===== config.mk =====
export PLATFORM = sky130hd
export DESIGN_NAME = ipv6_address_text_parser_core
export DESIGN_NICKNAME = d
export VERILOG_FILES = /design/src/rtl/ipv6p_pkg.sv /design/src/rtl/ipv6_address_text_parser_core.sv /design/src/rtl/ipv6p_front.sv /design/src/rtl/ipv6p_queue.sv /design/src/rtl/ipv6p_back.sv
export SDC_FILE = /design/constraint.sdc
export NUM_CORES = 1
export LEC_CHECK = 0
export BUFFER_PORTS_ARGS = -buffer_cell sky130_fd_sc_hd__clkbuf_2
export CORE_UTILIZATION = 45
export DETAILED_ROUTE_END_ITERATION = 16
export HOLD_SLACK_MARGIN = 0.1
export PLACE_DENSITY_LB_ADDON = 0.05
export REMOVE_ABC_BUFFERS = 1
export SYNTH_ARGS = -nofsm -noshare
export SYNTH_HDL_FRONTEND = slang
export SYNTH_SLANG_ARGS = --single-unit

===== constraint.sdc =====
create_clock -name clk -period 4.2 [get_ports clk]
set_input_delay 0.84 -clock clk [delete_from_list [all_inputs] [get_ports clk]]
set_output_delay 0.84 -clock clk [all_outputs]
set_load 0.03 [all_outputs]

===== src/rtl/ipv6p_pkg.sv =====
// Shared types and constants for the IPv6 address text parser.
// Used by the front end, the item queue and the parse back end.
package ipv6p_pkg;

  // ASCII codes of the characters the parser recognizes
  localparam logic [7:0] CH_COLON = 8'h3A;
  localparam logic [7:0] CH_ZERO  = 8'h30;
  localparam logic [7:0] CH_NINE  = 8'h39;
  localparam logic [7:0] CH_LA    = 8'h61;
  localparam logic [7:0] CH_LF    = 8'h66;
  localparam logic [7:0] CH_UA    = 8'h41;
  localparam logic [7:0] CH_UF    = 8'h46;

  // Address geometry and parse limits
  localparam int GROUP_W = 16;
  localparam int ADDR_W  = 128;
  localparam logic [3:0] NGROUPS    = 4'd8;
  localparam logic [3:0] NO_GAP     = 4'd8;
  localparam logic [2:0] MAX_DIGITS = 3'd4;
  localparam logic [1:0] GAP_COLONS = 2'd2;

  // Default depth of the queue between front and back end
  localparam int QUEUE_DEPTH_DEF = 2;

  // One classified character
  typedef struct packed {
    logic       end_txt;   // end marker, character ignored
    logic       is_hex;    // hex digit
    logic       is_colon;  // colon character
    logic [3:0] hex_val;   // digit value when is_hex
  } cls_t;

  // Queue head as seen by the back end
  typedef struct packed {
    logic valid;
    cls_t item;
  } queue_out_t;

endpackage


===== src/rtl/ipv6_address_text_parser_core.sv =====
// IPv6 address text parser, top level.
// Depends on ipv6p_pkg, ipv6p_front, ipv6p_queue and ipv6p_back.
//
// Usage:
//   The input stream carries one ASCII character per item in s_tdata; s_tlast
//   marks the end of the text (its character is ignored). Hex digits, colons
//   and '::' are collected; any other character or the end marker closes the
//   address and yields one result item. A malformed address (too many groups,
//   a fifth digit, a second '::') yields a failure result at once, and the
//   rest of the text up to and including the next terminator is dropped.
//   The result stream gives the address in m_tdata and the flags parse_ok
//   and char_returned in m_tuser; a failure carries an all-zero address.
//   Throughput: one character per cycle, sustained while the result side does
//   not stall; the front end classifies in the accept cycle.
//   A result is registered at the same edge its character leaves the queue;
//   the character passes through a queue entry, then the result sits in the
//   output register that drives m_tvalid.
//   Reset (rst, synchronous) empties the queue, drops any pending result and
//   clears the parse state. While a result waits with m_tready low, it holds,
//   the back end stops popping, and s_tready falls once the queue is full.
module ipv6_address_text_parser_core import ipv6p_pkg::*; #(
  parameter int QUEUE_DEPTH = QUEUE_DEPTH_DEF
) (
  input  logic              clk,
  input  logic              rst,
  input  logic              s_tvalid,
  output logic              s_tready,
  input  logic [7:0]        s_tdata,   // [7:0] character
  input  logic              s_tlast,   // end_of_text
  output logic              m_tvalid,
  input  logic              m_tready,
  output logic [ADDR_W-1:0] m_tdata,   // [63:0] address_high, [127:64] address_low
  output logic [1:0]        m_tuser    // [0] parse_ok, [1] char_returned
);

  logic       q_full;
  logic       push;
  cls_t       push_item;
  logic       pop;
  queue_out_t q_head;

  ipv6p_front u_front (
    .s_tvalid  (s_tvalid),
    .s_tready  (s_tready),
    .s_tdata   (s_tdata),
    .s_tlast   (s_tlast),
    .q_full    (q_full),
    .push      (push),
    .push_item (push_item)
  );

  ipv6p_queue #(
    .DEPTH (QUEUE_DEPTH)
  ) u_queue (
    .clk       (clk),
    .rst       (rst),
    .push      (push),
    .push_item (push_item),
    .pop       (pop),
    .full      (q_full),
    .head      (q_head)
  );

  ipv6p_back u_back (
    .clk      (clk),
    .rst      (rst),
    .head     (q_head),
    .pop      (pop),
    .m_tvalid (m_tvalid),
    .m_tready (m_tready),
    .m_tdata  (m_tdata),
    .m_tuser  (m_tuser)
  );

  // A failure result never carries address bits
  a_fail_zero: assert property (@(posedge clk) disable iff (rst)
    m_tvalid && !m_tuser[0] |-> m_tdata == '0)
    else $error("failure result carries a nonzero address");

  // A new result needs an item at the queue head in the cycle before
  a_result_source: assert property (@(posedge clk) disable iff (rst)
    $rose(m_tvalid) |-> $past(q_head.valid))
    else $error("result appeared without a queued item");

  // Leaving reset, the queue is empty and no result is pending
  a_reset_clean: assert property (@(posedge clk) disable iff (rst)
    $past(rst) |-> s_tready && !m_tvalid && !q_head.valid)
    else $error("state not cleared by reset");

endmodule


===== src/rtl/ipv6p_front.sv =====
// Front end: accepts characters from the input stream and classifies them.
// Depends on ipv6p_pkg; pushes classified items into ipv6p_queue.
module ipv6p_front import ipv6p_pkg::*; (
  input  logic       s_tvalid,
  output logic       s_tready,
  input  logic [7:0] s_tdata,   // character
  input  logic       s_tlast,   // end_of_text
  input  logic       q_full,
  output logic       push,
  output cls_t       push_item
);

  // Decode one ASCII character into digit / colon flags
  function automatic cls_t classify(input logic [7:0] c, input logic last);
    cls_t r;
    r.end_txt  = last;
    r.is_hex   = 1'b0;
    r.hex_val  = 4'd0;
    r.is_colon = (c == CH_COLON);
    if (c inside {[CH_ZERO:CH_NINE]}) begin
      r.is_hex  = 1'b1;
      r.hex_val = 4'(c - CH_ZERO);
    end else if (c inside {[CH_LA:CH_LF]}) begin
      r.is_hex  = 1'b1;
      r.hex_val = 4'(c - CH_LA + 8'd10);
    end else if (c inside {[CH_UA:CH_UF]}) begin
      r.is_hex  = 1'b1;
      r.hex_val = 4'(c - CH_UA + 8'd10);
    end
    return r;
  endfunction

  // Accept whenever the queue has room
  assign s_tready  = !q_full;
  assign push      = s_tvalid && !q_full;
  assign push_item = classify(s_tdata, s_tlast);

endmodule


===== src/rtl/ipv6p_queue.sv =====
// Small FIFO of classified items between front and back end.
// Depends on ipv6p_pkg for the item type.
module ipv6p_queue import ipv6p_pkg::*; #(
  parameter int DEPTH = QUEUE_DEPTH_DEF
) (
  input  logic       clk,
  input  logic       rst,
  input  logic       push,
  input  cls_t       push_item,
  input  logic       pop,
  output logic       full,
  output queue_out_t head
);

  localparam int PTR_W = (DEPTH > 1) ? $clog2(DEPTH) : 1;
  localparam int CNT_W = $clog2(DEPTH + 1);
  localparam logic [PTR_W-1:0] LAST_PTR = PTR_W'(DEPTH - 1);
  localparam logic [CNT_W-1:0] FULL_CNT = CNT_W'(DEPTH);

  cls_t             entries [DEPTH];
  logic [PTR_W-1:0] wr_ptr;
  logic [PTR_W-1:0] rd_ptr;
  logic [CNT_W-1:0] count;

  assign full       = (count == FULL_CNT);
  assign head.valid = (count != '0);
  assign head.item  = entries[rd_ptr];

  // Store pushed items
  always_ff @(posedge clk) begin
    if (push) begin
      entries[wr_ptr] <= push_item;
    end
  end

  // Advance pointers and occupancy
  always_ff @(posedge clk) begin
    if (rst) begin
      wr_ptr <= '0;
      rd_ptr <= '0;
      count  <= '0;
    end else begin
      if (push) begin
        wr_ptr <= (wr_ptr == LAST_PTR) ? '0 : wr_ptr + 1'b1;
      end
      if (pop) begin
        rd_ptr <= (rd_ptr == LAST_PTR) ? '0 : rd_ptr + 1'b1;
      end
      if (push && !pop) begin
        count <= count + 1'b1;
      end else if (pop && !push) begin
        count <= count - 1'b1;
      end
    end
  end

endmodule


===== src/rtl/ipv6p_back.sv =====
// Back end: runs the parse state on classified items, expands '::' and
// registers one result per finished address. Depends on ipv6p_pkg.
module ipv6p_back import ipv6p_pkg::*; (
  input  logic               clk,
  input  logic               rst,
  input  queue_out_t         head,
  output logic               pop,
  output logic               m_tvalid,
  input  logic               m_tready,
  output logic [ADDR_W-1:0]  m_tdata,  // address_high, address_low
  output logic [1:0]         m_tuser   // parse_ok, char_returned
);

  // Parse state
  logic [GROUP_W-1:0] cur, cur_next;
  logic [2:0]         dcnt, dcnt_next;
  logic [1:0]         ccnt, ccnt_next;
  logic [3:0]         gcnt, gcnt_next;
  logic [3:0]         gap, gap_next;
  logic               skip, skip_next;
  logic [ADDR_W-1:0]  tail, tail_next;
  logic [GROUP_W-1:0] head_grp [8];

  // Group writes before the gap
  logic               head_we;
  logic [2:0]         head_idx;
  logic [GROUP_W-1:0] head_data;

  // Output register
  logic              out_valid;
  logic              out_ok;
  logic              out_ret;
  logic [ADDR_W-1:0] out_addr;

  // Result of this step
  logic              res_fire;
  logic              res_ok;
  logic              res_ret;
  logic [ADDR_W-1:0] res_addr;

  // Finish path signals
  logic               store_cur;
  logic               has_gap;
  logic [3:0]         n_fin;
  logic               ok_fin;
  logic [ADDR_W-1:0]  tail_fin;
  logic [ADDR_W-1:0]  head_flat;
  logic [ADDR_W-1:0]  addr_fin;

  // Step temporaries
  logic               iscol;
  logic               fail;
  logic               clear;
  logic [1:0]         c1;
  logic [2:0]         d1;
  logic [GROUP_W-1:0] cur1;
  logic [3:0]         gap1;

  assign pop = head.valid && (!out_valid || m_tready);

  // Expand '::': head groups before the gap, zeros, then tail groups
  always_comb begin
    logic [GROUP_W-1:0] g;
    has_gap   = (gap != NO_GAP);
    store_cur = (dcnt != 3'd0) && (gcnt < NGROUPS);
    n_fin     = gcnt + {3'd0, store_cur};
    ok_fin    = has_gap || (n_fin == NGROUPS);
    tail_fin  = (store_cur && has_gap) ? {tail[ADDR_W-GROUP_W-1:0], cur} : tail;
    head_flat = '0;
    for (int i = 0; i < 8; i++) begin
      g = head_grp[i];
      if (store_cur && !has_gap && (gcnt[2:0] == 3'(i))) begin
        g = cur;
      end
      if (has_gap && !(4'(i) < gap)) begin
        g = '0;
      end
      head_flat[ADDR_W-1-GROUP_W*i -: GROUP_W] = g;
    end
    addr_fin = ok_fin ? (head_flat | tail_fin) : '0;
  end

  // Step the parser on the popped item
  always_comb begin
    cur_next  = cur;
    dcnt_next = dcnt;
    ccnt_next = ccnt;
    gcnt_next = gcnt;
    gap_next  = gap;
    skip_next = skip;
    tail_next = tail;
    head_we   = 1'b0;
    head_idx  = gcnt[2:0];
    head_data = cur;
    res_fire  = 1'b0;
    res_ok    = 1'b0;
    res_ret   = 1'b0;
    res_addr  = '0;
    clear     = 1'b0;
    fail      = 1'b0;
    iscol     = head.item.is_colon && (ccnt < GAP_COLONS);
    c1        = ccnt;
    d1        = dcnt;
    cur1      = cur;
    gap1      = gap;
    if (pop) begin
      if (skip) begin
        // drop digits and colons, consume the terminator silently
        if (head.item.end_txt || (!head.item.is_hex && !head.item.is_colon)) begin
          skip_next = 1'b0;
        end
      end else if (head.item.end_txt || (!head.item.is_hex && !iscol)) begin
        // end of address text
        res_fire = 1'b1;
        res_ok   = ok_fin;
        res_ret  = !head.item.end_txt;
        res_addr = addr_fin;
        clear    = 1'b1;
      end else begin
        c1 = iscol ? ccnt + 2'd1 : ccnt;
        if (gcnt >= NGROUPS) begin
          fail = 1'b1;
        end else begin
          if (head.item.is_hex) begin
            if (dcnt >= MAX_DIGITS) begin
              fail = 1'b1;
            end else begin
              cur1 = {cur[GROUP_W-5:0], head.item.hex_val};
              c1   = 2'd0;
              d1   = dcnt + 3'd1;
            end
          end
          if (!fail && (c1 == GAP_COLONS)) begin
            if (has_gap) begin
              fail = 1'b1;
            end else begin
              gap1 = gcnt;
            end
          end
        end
        if (fail) begin
          res_fire  = 1'b1;
          clear     = 1'b1;
          skip_next = 1'b1;
        end else begin
          ccnt_next = c1;
          dcnt_next = d1;
          cur_next  = cur1;
          gap_next  = gap1;
          // close the group on a colon
          if ((c1 != 2'd0) && (d1 != 3'd0)) begin
            if (gap1 == NO_GAP) begin
              head_we   = 1'b1;
              head_data = cur1;
            end else begin
              tail_next = {tail[ADDR_W-GROUP_W-1:0], cur1};
            end
            gcnt_next = gcnt + 4'd1;
            cur_next  = '0;
            dcnt_next = 3'd0;
          end
        end
      end
    end
    if (clear) begin
      cur_next  = '0;
      dcnt_next = 3'd0;
      ccnt_next = 2'd0;
      gcnt_next = 4'd0;
      gap_next  = NO_GAP;
      tail_next = '0;
    end
  end

  // Hold groups written before the gap
  always_ff @(posedge clk) begin
    if (head_we) begin
      head_grp[head_idx] <= head_data;
    end
  end

  // Update parse state
  always_ff @(posedge clk) begin
    if (rst) begin
      cur  <= '0;
      dcnt <= 3'd0;
      ccnt <= 2'd0;
      gcnt <= 4'd0;
      gap  <= NO_GAP;
      skip <= 1'b0;
      tail <= '0;
    end else begin
      cur  <= cur_next;
      dcnt <= dcnt_next;
      ccnt <= ccnt_next;
      gcnt <= gcnt_next;
      gap  <= gap_next;
      skip <= skip_next;
      tail <= tail_next;
    end
  end

  // Output register: load on a result, drop when taken
  always_ff @(posedge clk) begin
    if (rst) begin
      out_valid <= 1'b0;
    end else if (res_fire) begin
      out_valid <= 1'b1;
    end else if (m_tready) begin
      out_valid <= 1'b0;
    end
  end

  always_ff @(posedge clk) begin
    if (res_fire) begin
      out_ok   <= res_ok;
      out_ret  <= res_ret;
      out_addr <= res_addr;
    end
  end

  assign m_tvalid = out_valid;
  assign m_tdata  = {out_addr[ADDR_W/2-1:0], out_addr[ADDR_W-1:ADDR_W/2]};
  assign m_tuser  = {out_ret, out_ok};

endmodule


# After elaboration in Yosys (flattened, before gate mapping)
# Memories as Yosys holds them, arrays and structs flattened. A register that Yosys moved wholly into a read port is not among the register bits.
# Cells that the tools add are included.
[word_totals]
ramBits = 142
ff_bits = 293
n_memories = 2
[mem_list]
columns = ["memory", "words", "width", "rd", "rd_ports_with_merged_regs", "write_ports", "line", "source"]
rows = [
  ["u_back.head_grp", 8, 16, 8, 0, 1, "ipv6p_back.sv:22", "logic [GROUP_W-1:0] head_grp [8];"],
  ["u_queue.entries", 2, 7, 1, 1, 1, "ipv6p_queue.sv:20", "cls_t entries [DEPTH];"],
]
[classes]
muxes = 94
eq_ne = 13
n_lt_le_gt_ge = 18
addsub = 13
n_reduce_logical = 66
bitwise = 7
[ops]
columns = ["cell", "count"]
rows = [
  ["two-way mux 16 bit", 26],
  ["two-way mux 128 bit", 1],
  ["OR 128 bit", 1],
  ["two-way mux 1 bit", 38],
  ["two-way mux 4 bit", 9],
  ["logical AND 1 bit", 31],
  ["two-way mux 2 bit", 13],
  ["two-way mux 3 bit", 7],
  ["zero test 1 bit", 18],
  [">= comparator 8 x 7 -> 1 bit, second input constant", 2],
  ["<= comparator 8 x 7 -> 1 bit, second input constant", 2],
  ["less-than comparator 3 x 4 -> 1 bit, first input constant", 4],
  ["== test 3 bit, second input constant", 4],
  ["subtractor 4 x 1 -> 4 bit, second input constant", 3],
  ["adder 4 bit, second input constant", 2],
  ["== test 4 bit, second input constant", 2],
  ["== test 8 x 6 -> 1 bit, second input constant", 1],
  [">= comparator 8 x 6 -> 1 bit, second input constant", 1],
  ["<= comparator 8 x 6 -> 1 bit, second input constant", 1],
  ["less-than comparator 1 x 4 -> 1 bit, first input constant", 2],
  ["less-than comparator 2 x 4 -> 1 bit, first input constant", 2],
  ["nonzero test 2 bit", 4],
  ["== test 3 x 2 -> 1 bit, second input constant", 2],
  ["inverter 1 bit", 6],
  ["other kinds (22)", 29],
]

# Longest topological paths before layout
[logic_depth]
word_depth = 25
depth_mapped = 13
depth_no_buf = 11

# Modules after synthesis
# Synthesis repeated with hierarchy kept, for this count alone.
[hier_totals]
hier_cells = 1910
hier_area_um2 = 19289.8
[modules_own_cells]
columns = ["module", "cells_per_inst", "seq_area_each_um2", "instances", "area_per_inst_um2"]
rows = [
  ["ipv6p_back", 1836, 10930.5, 1, 18363.9],
  ["ipv6p_queue", 44, 520.5, 1, 714.4],
  ["ipv6p_front", 30, 0.0, 1, 211.5],
]

# Worst setup path after synthesis
# OpenSTA, ideal clock, no wires.
[synth_path]
path_type = "flip-flop to flip-flop"
startpoint = "reg with a tool-made name"
endpoint = "reg u_back.out_addr[0], enable pin"
setup_ns = 0.483
path_slack_ns = -0.128
n_path_buf = 2
required_ns = 3.717
arrival_time_ns = 3.845
stages_incl_launch_ff = 8
cell_sequence = "dfxtp_1 > buf_6 > mux2_2 > nor2_1 > a22o_1 > buf_4 > o31ai_1 > inv_1"
[synth_lines]
columns = ["element", "line", "source"]
rows = [
  ["end signal, assigned", "ipv6p_back.sv:218", "out_addr <= res_addr;"],
  ["end, declared", "ipv6p_back.sv:33", "logic [ADDR_W-1:0] out_addr;"],
]

# Final worst setup path
[layout_path]
startpoint = "reg u_back.dcnt[0]"
endpoint = "reg u_back.out_addr[56], data pin"
[layout_via]
elab_chain_len = 7
word_cells_on_any_way = 14
[layout_rtl]
columns = ["element", "line", "source"]
rows = [
  ["start, declared", "ipv6p_back.sv:16", "logic [2:0] dcnt, dcnt_next;"],
  ["start signal, assigned", "ipv6p_back.sv:194", "dcnt <= dcnt_next;"],
  ["nonzero test 3 bit *", "ipv6p_back.sv:65", "store_cur = (dcnt != 3'd0) && (gcnt < NGROUPS);"],
  ["logical AND 1 bit *", "ipv6p_back.sv:65", ""],
  ["adder 4 x 1 -> 4 bit / logical AND 1 bit (equally long branches)", "ipv6p_back.sv:66, ipv6p_back.sv:72", ""],
  ["== test 4 bit / logical AND 1 bit (equally long branches)", "ipv6p_back.sv:67, ipv6p_back.sv:72", ""],
  ["logical OR 1 bit / two-way mux 16 bit (equally long branches)", "ipv6p_back.sv:67, ipv6p_back.sv:72", ""],
  ["inverter 1 bit (no line) / two-way mux 16 bit (equally long branches)", "-", ""],
  ["OR reduction 4 bit (no line) / OR 128 bit (equally long branches)", "-", ""],
]
# Every way passes the cells marked *; elsewhere a longest branch is shown, timed or not.
# A chain may end at the register's enable or synchronous reset.

==> summary.md <==
| Metric | Value |
|---|---|
| Status | finished clean |
| Hold-fix buffers, CTS | 0 |
| Number of global-route vias before repair | 13350 |
| Clock Sinks | between 400 and 500 |
| CTS tree | built |
| GP Congestion | around 0.8 |
| Relative slew slack | 30.77% |
| Die X | a little over 200 um |
| Full die area | between 40000 and 50000 um^2 |
| Register area share after synthesis | 60.26% |
| Area leader, netlist | edfxtp_1 |
| Post-route ant nets | 0 |
| VDD IR-drop max | between 0.5 and 0.6 mV |
| Worst-path clk slew | roughly 0.060 ns |
| Hold Path Class | flip-flop to flip-flop |
| Lkg Pwr | approximately 7.6 nW |
| Mean Syn Cell Area | around 10 um^2 |
| Final HPWL DP | between 20000 and 30000 um |
| Compound-gate portion of the synthesized area | slightly below 10% |
| # nets final | about 2000 |
| I/O pins | 145 |
| WL final | 53150 um |
| Number of H-tree levels | 2 |
| Main synth FF type | edfxtp_1 |
| Number of diodes | 0 |
| Type of the worst setup path | flip-flop to flip-flop |
| Synth Area in Adders | less than 1% |
| Core Area | ~41000 um^2 |
| Post-CTS setup buffers | 0 |
| Layout cell share with drive strength beyond 1 | roughly 20% |
| Arr. time, crit path | roughly 3.6 ns |
| Mapped Cells | around 1900 |
| Total gr overflow | 0 |
| Largest cells by area after synthesis | edfxtp_1, dfxtp_1, nand2_1 |
| Cell row count | 74 |
| Pin count of the biggest net entering global routing | around 110 |
| Clock Latency Late Sink | 0.58 ns |
| Peak Freq | between 300 and 400 MHz |
| Initial antenna violation count | 0 |
| Post-synthesis cell type count | 53 |
| Finished Layout Cells | 2492 |
| Clock root buffer | clkbuf_16 |
| FFs w/ async S/R, synth | 0% |
| First DRT Iteration DRCs | around 1300 |
| Post-CTS Resized | 0 |
| EDFF count, synth | 272 |
| Largest family of logic cells by synthesized area | simple AND/OR/NAND/NOR gates |
| TritonCTS buffer count | between 40 and 50 |
| Max Fanout on Critical Path | 51 |
| Fin Setup TNS | 0 ns |
| R2R depth | 12 |
| Vias per cell | 5.623 |
| Simple-gate share of the synthesized area | 15.99% |
| P&R area growth vs syn | 14.00% |
| Clock buffer depth | 3 |
| Placement Setup Slack | approximately 0.99 ns |
| Placed insts | 2404 |
| DR pass1 iterations | 5 |
| Power per Cell Area | roughly 550 nW/um^2 |
| Hold Fails Final Rpt | 0 |
| Slew @ Worst Pin | ~1 ns |
| All-Layer GR Usage | about a quarter |
| CP Launch Type | flip-flop |
| Finished Cell Area | around 22000 um^2 |
| Hold path depth | 2 |
| Final WS setup | approximately 0.96 ns |
| Max-slew violation count | 0 |
| Fill cell count | 3683 |
| Final min period | 3.236 ns |
| Synth warn | 0 |
| Post-Syn Area | between 15000 and 20000 um^2 |
| Final setup violation count | 0 |
| Multiplexer area fraction after synthesis | about 8.7% |
| Top cell type's share of synthesized area | 42.98% |
| CP Capture Type | flip-flop |
| Worst clock skew | approximately 0.020 ns |
| Hold WS | ~0.45 ns |
| #FFs+latches synth | around 440 |
| Area of placed instances | between 20000 and 25000 um^2 |
| Pwr Total | 11.87 mW |
| Via count | 14010 |
| First-pass GRT wire length | ~82000 um |
| Final period utilization | between 70% and 80% |
| MaxCap Viol Count | 0 |
| Util after Layout | 52.58% |
| Post-synthesis xor/xnor area fraction | less than 1% |
| Die height | approximately 210 um |
| Starting density of the core | 46.12% |
| Port Buffer Count | around 140 |
| Post-route DRC violation count | 0 |
| Critical Path RT | approximately 4.6 ns |
| Avg WL per Cell | roughly 21 um |
| RSZ-0062 raised after global routing | no |
## registers in the layout, indices dropped and copies added, names as in the netlist, 2 cells and up, named ones only
name	flops
u_back.ccnt	2
u_back.cur	16
u_back.dcnt	3
u_back.gap	4
u_back.gcnt	4
u_back.head_grp	128
u_back.out_addr	128
u_back.tail	128
u_queue.count	2
u_queue.entries	14
## synth_stat cells, drive strengths merged (3+ instances only)
library cell / instances
a211oi: 13
a21o: 5
a21oi: 140
a22oi: 13
a31oi: 131
buf: 51
clkbuf: 104
dfxtp: 164
edfxtp: 272
ha: 15
inv: 15
mux2: 129
mux2i: 20
nand2: 642
nand2b: 8
nand3: 14
nor2: 57
nor3: 13
nor4: 3
o21ai: 8
o31ai: 3
or3: 4
xor2: 4
## final timing paths
kind | startpoint | to | slack (ns)
worst max register to register | u_back.dcnt[0] | u_back.out_addr[56] | 0.96
worst max-delay path | u_back.dcnt[0] | u_back.out_addr[56] | 0.96
worst min-delay path | u_back.tail[112] | u_back.tail[112] | 0.45
worst min register to register | u_back.tail[112] | u_back.tail[112] | 0.45
## final cells by class
class | instances | area (um^2) | share of cell area [%]
flip-flops and latches | 436 | 11450 | 52.86
multi-input cells | 1247 | 6877 | 31.74
clock buffers | 70 | 1438 | 6.637
repair buffers | 174 | 1059 | 4.887
well taps | 532 | 665.6 | 3.073
clock inverters | 18 | 113.9 | 0.5256
inverters | 15 | 58.81 | 0.2715
## layer usage
metal,wire length (um),GRT usage (%),vias to the layer above
met3,3284,3.933,95
met1,24890,35.75,6838
met4,1419,8.286,0
met2,23550,37.23,477
li1,-,-,6602
met5,0,0,-
## critical path, cell delays in order, from the launching register on
cell,delay (ns)
dfxtp_1,0.33
inv_1,0.09
ha_1,0.14
nor2b_1,0.48
nor2_1,0.18
ha_1,0.27
ha_1,0.20
nor3b_1,0.17
a31oi_1,0.06
o31ai_1,0.38
nand3_4,0.13
buf_4,0.32
a31oi_1,0.27
## cell usage in the layout (no fill, tap or decap), types with 8 or more instances in the layout
cell type  count
a211oi_1      13
a21oi_1      140
a22oi_1       13
a31oi_1      131
buf_12         9
buf_4         21
clkbuf_1      10
clkbuf_16     51
clkbuf_2     144
clkbuf_8       9
clkinv_2       8
dfxtp_1      164
edfxtp_1     272
ha_1          15
inv_1         14
mux2_2       129
mux2i_1       19
nand2_1      636
nand3_1       10
nor2_1        57
nor3_1         9
## power breakdown
group	internal [mW]	total (mW)	switching (mW)
Sequential	5.17	5.45	0.282
Clock	2.43	4.15	1.72
Combinational	0.480	2.27	1.79
Total	8.08	11.9	3.79
## cells by family after synthesis
kind of cell               after synthesis
xor gates and xnor gates                 6
muxes                                  149
AOI/OAI and AO/OA                      321
adders and majority gates               15
and+or+nand+nor                        756
DFF                                    436
buffers and inverters                  170
Power figures use the tool's default switching activity.
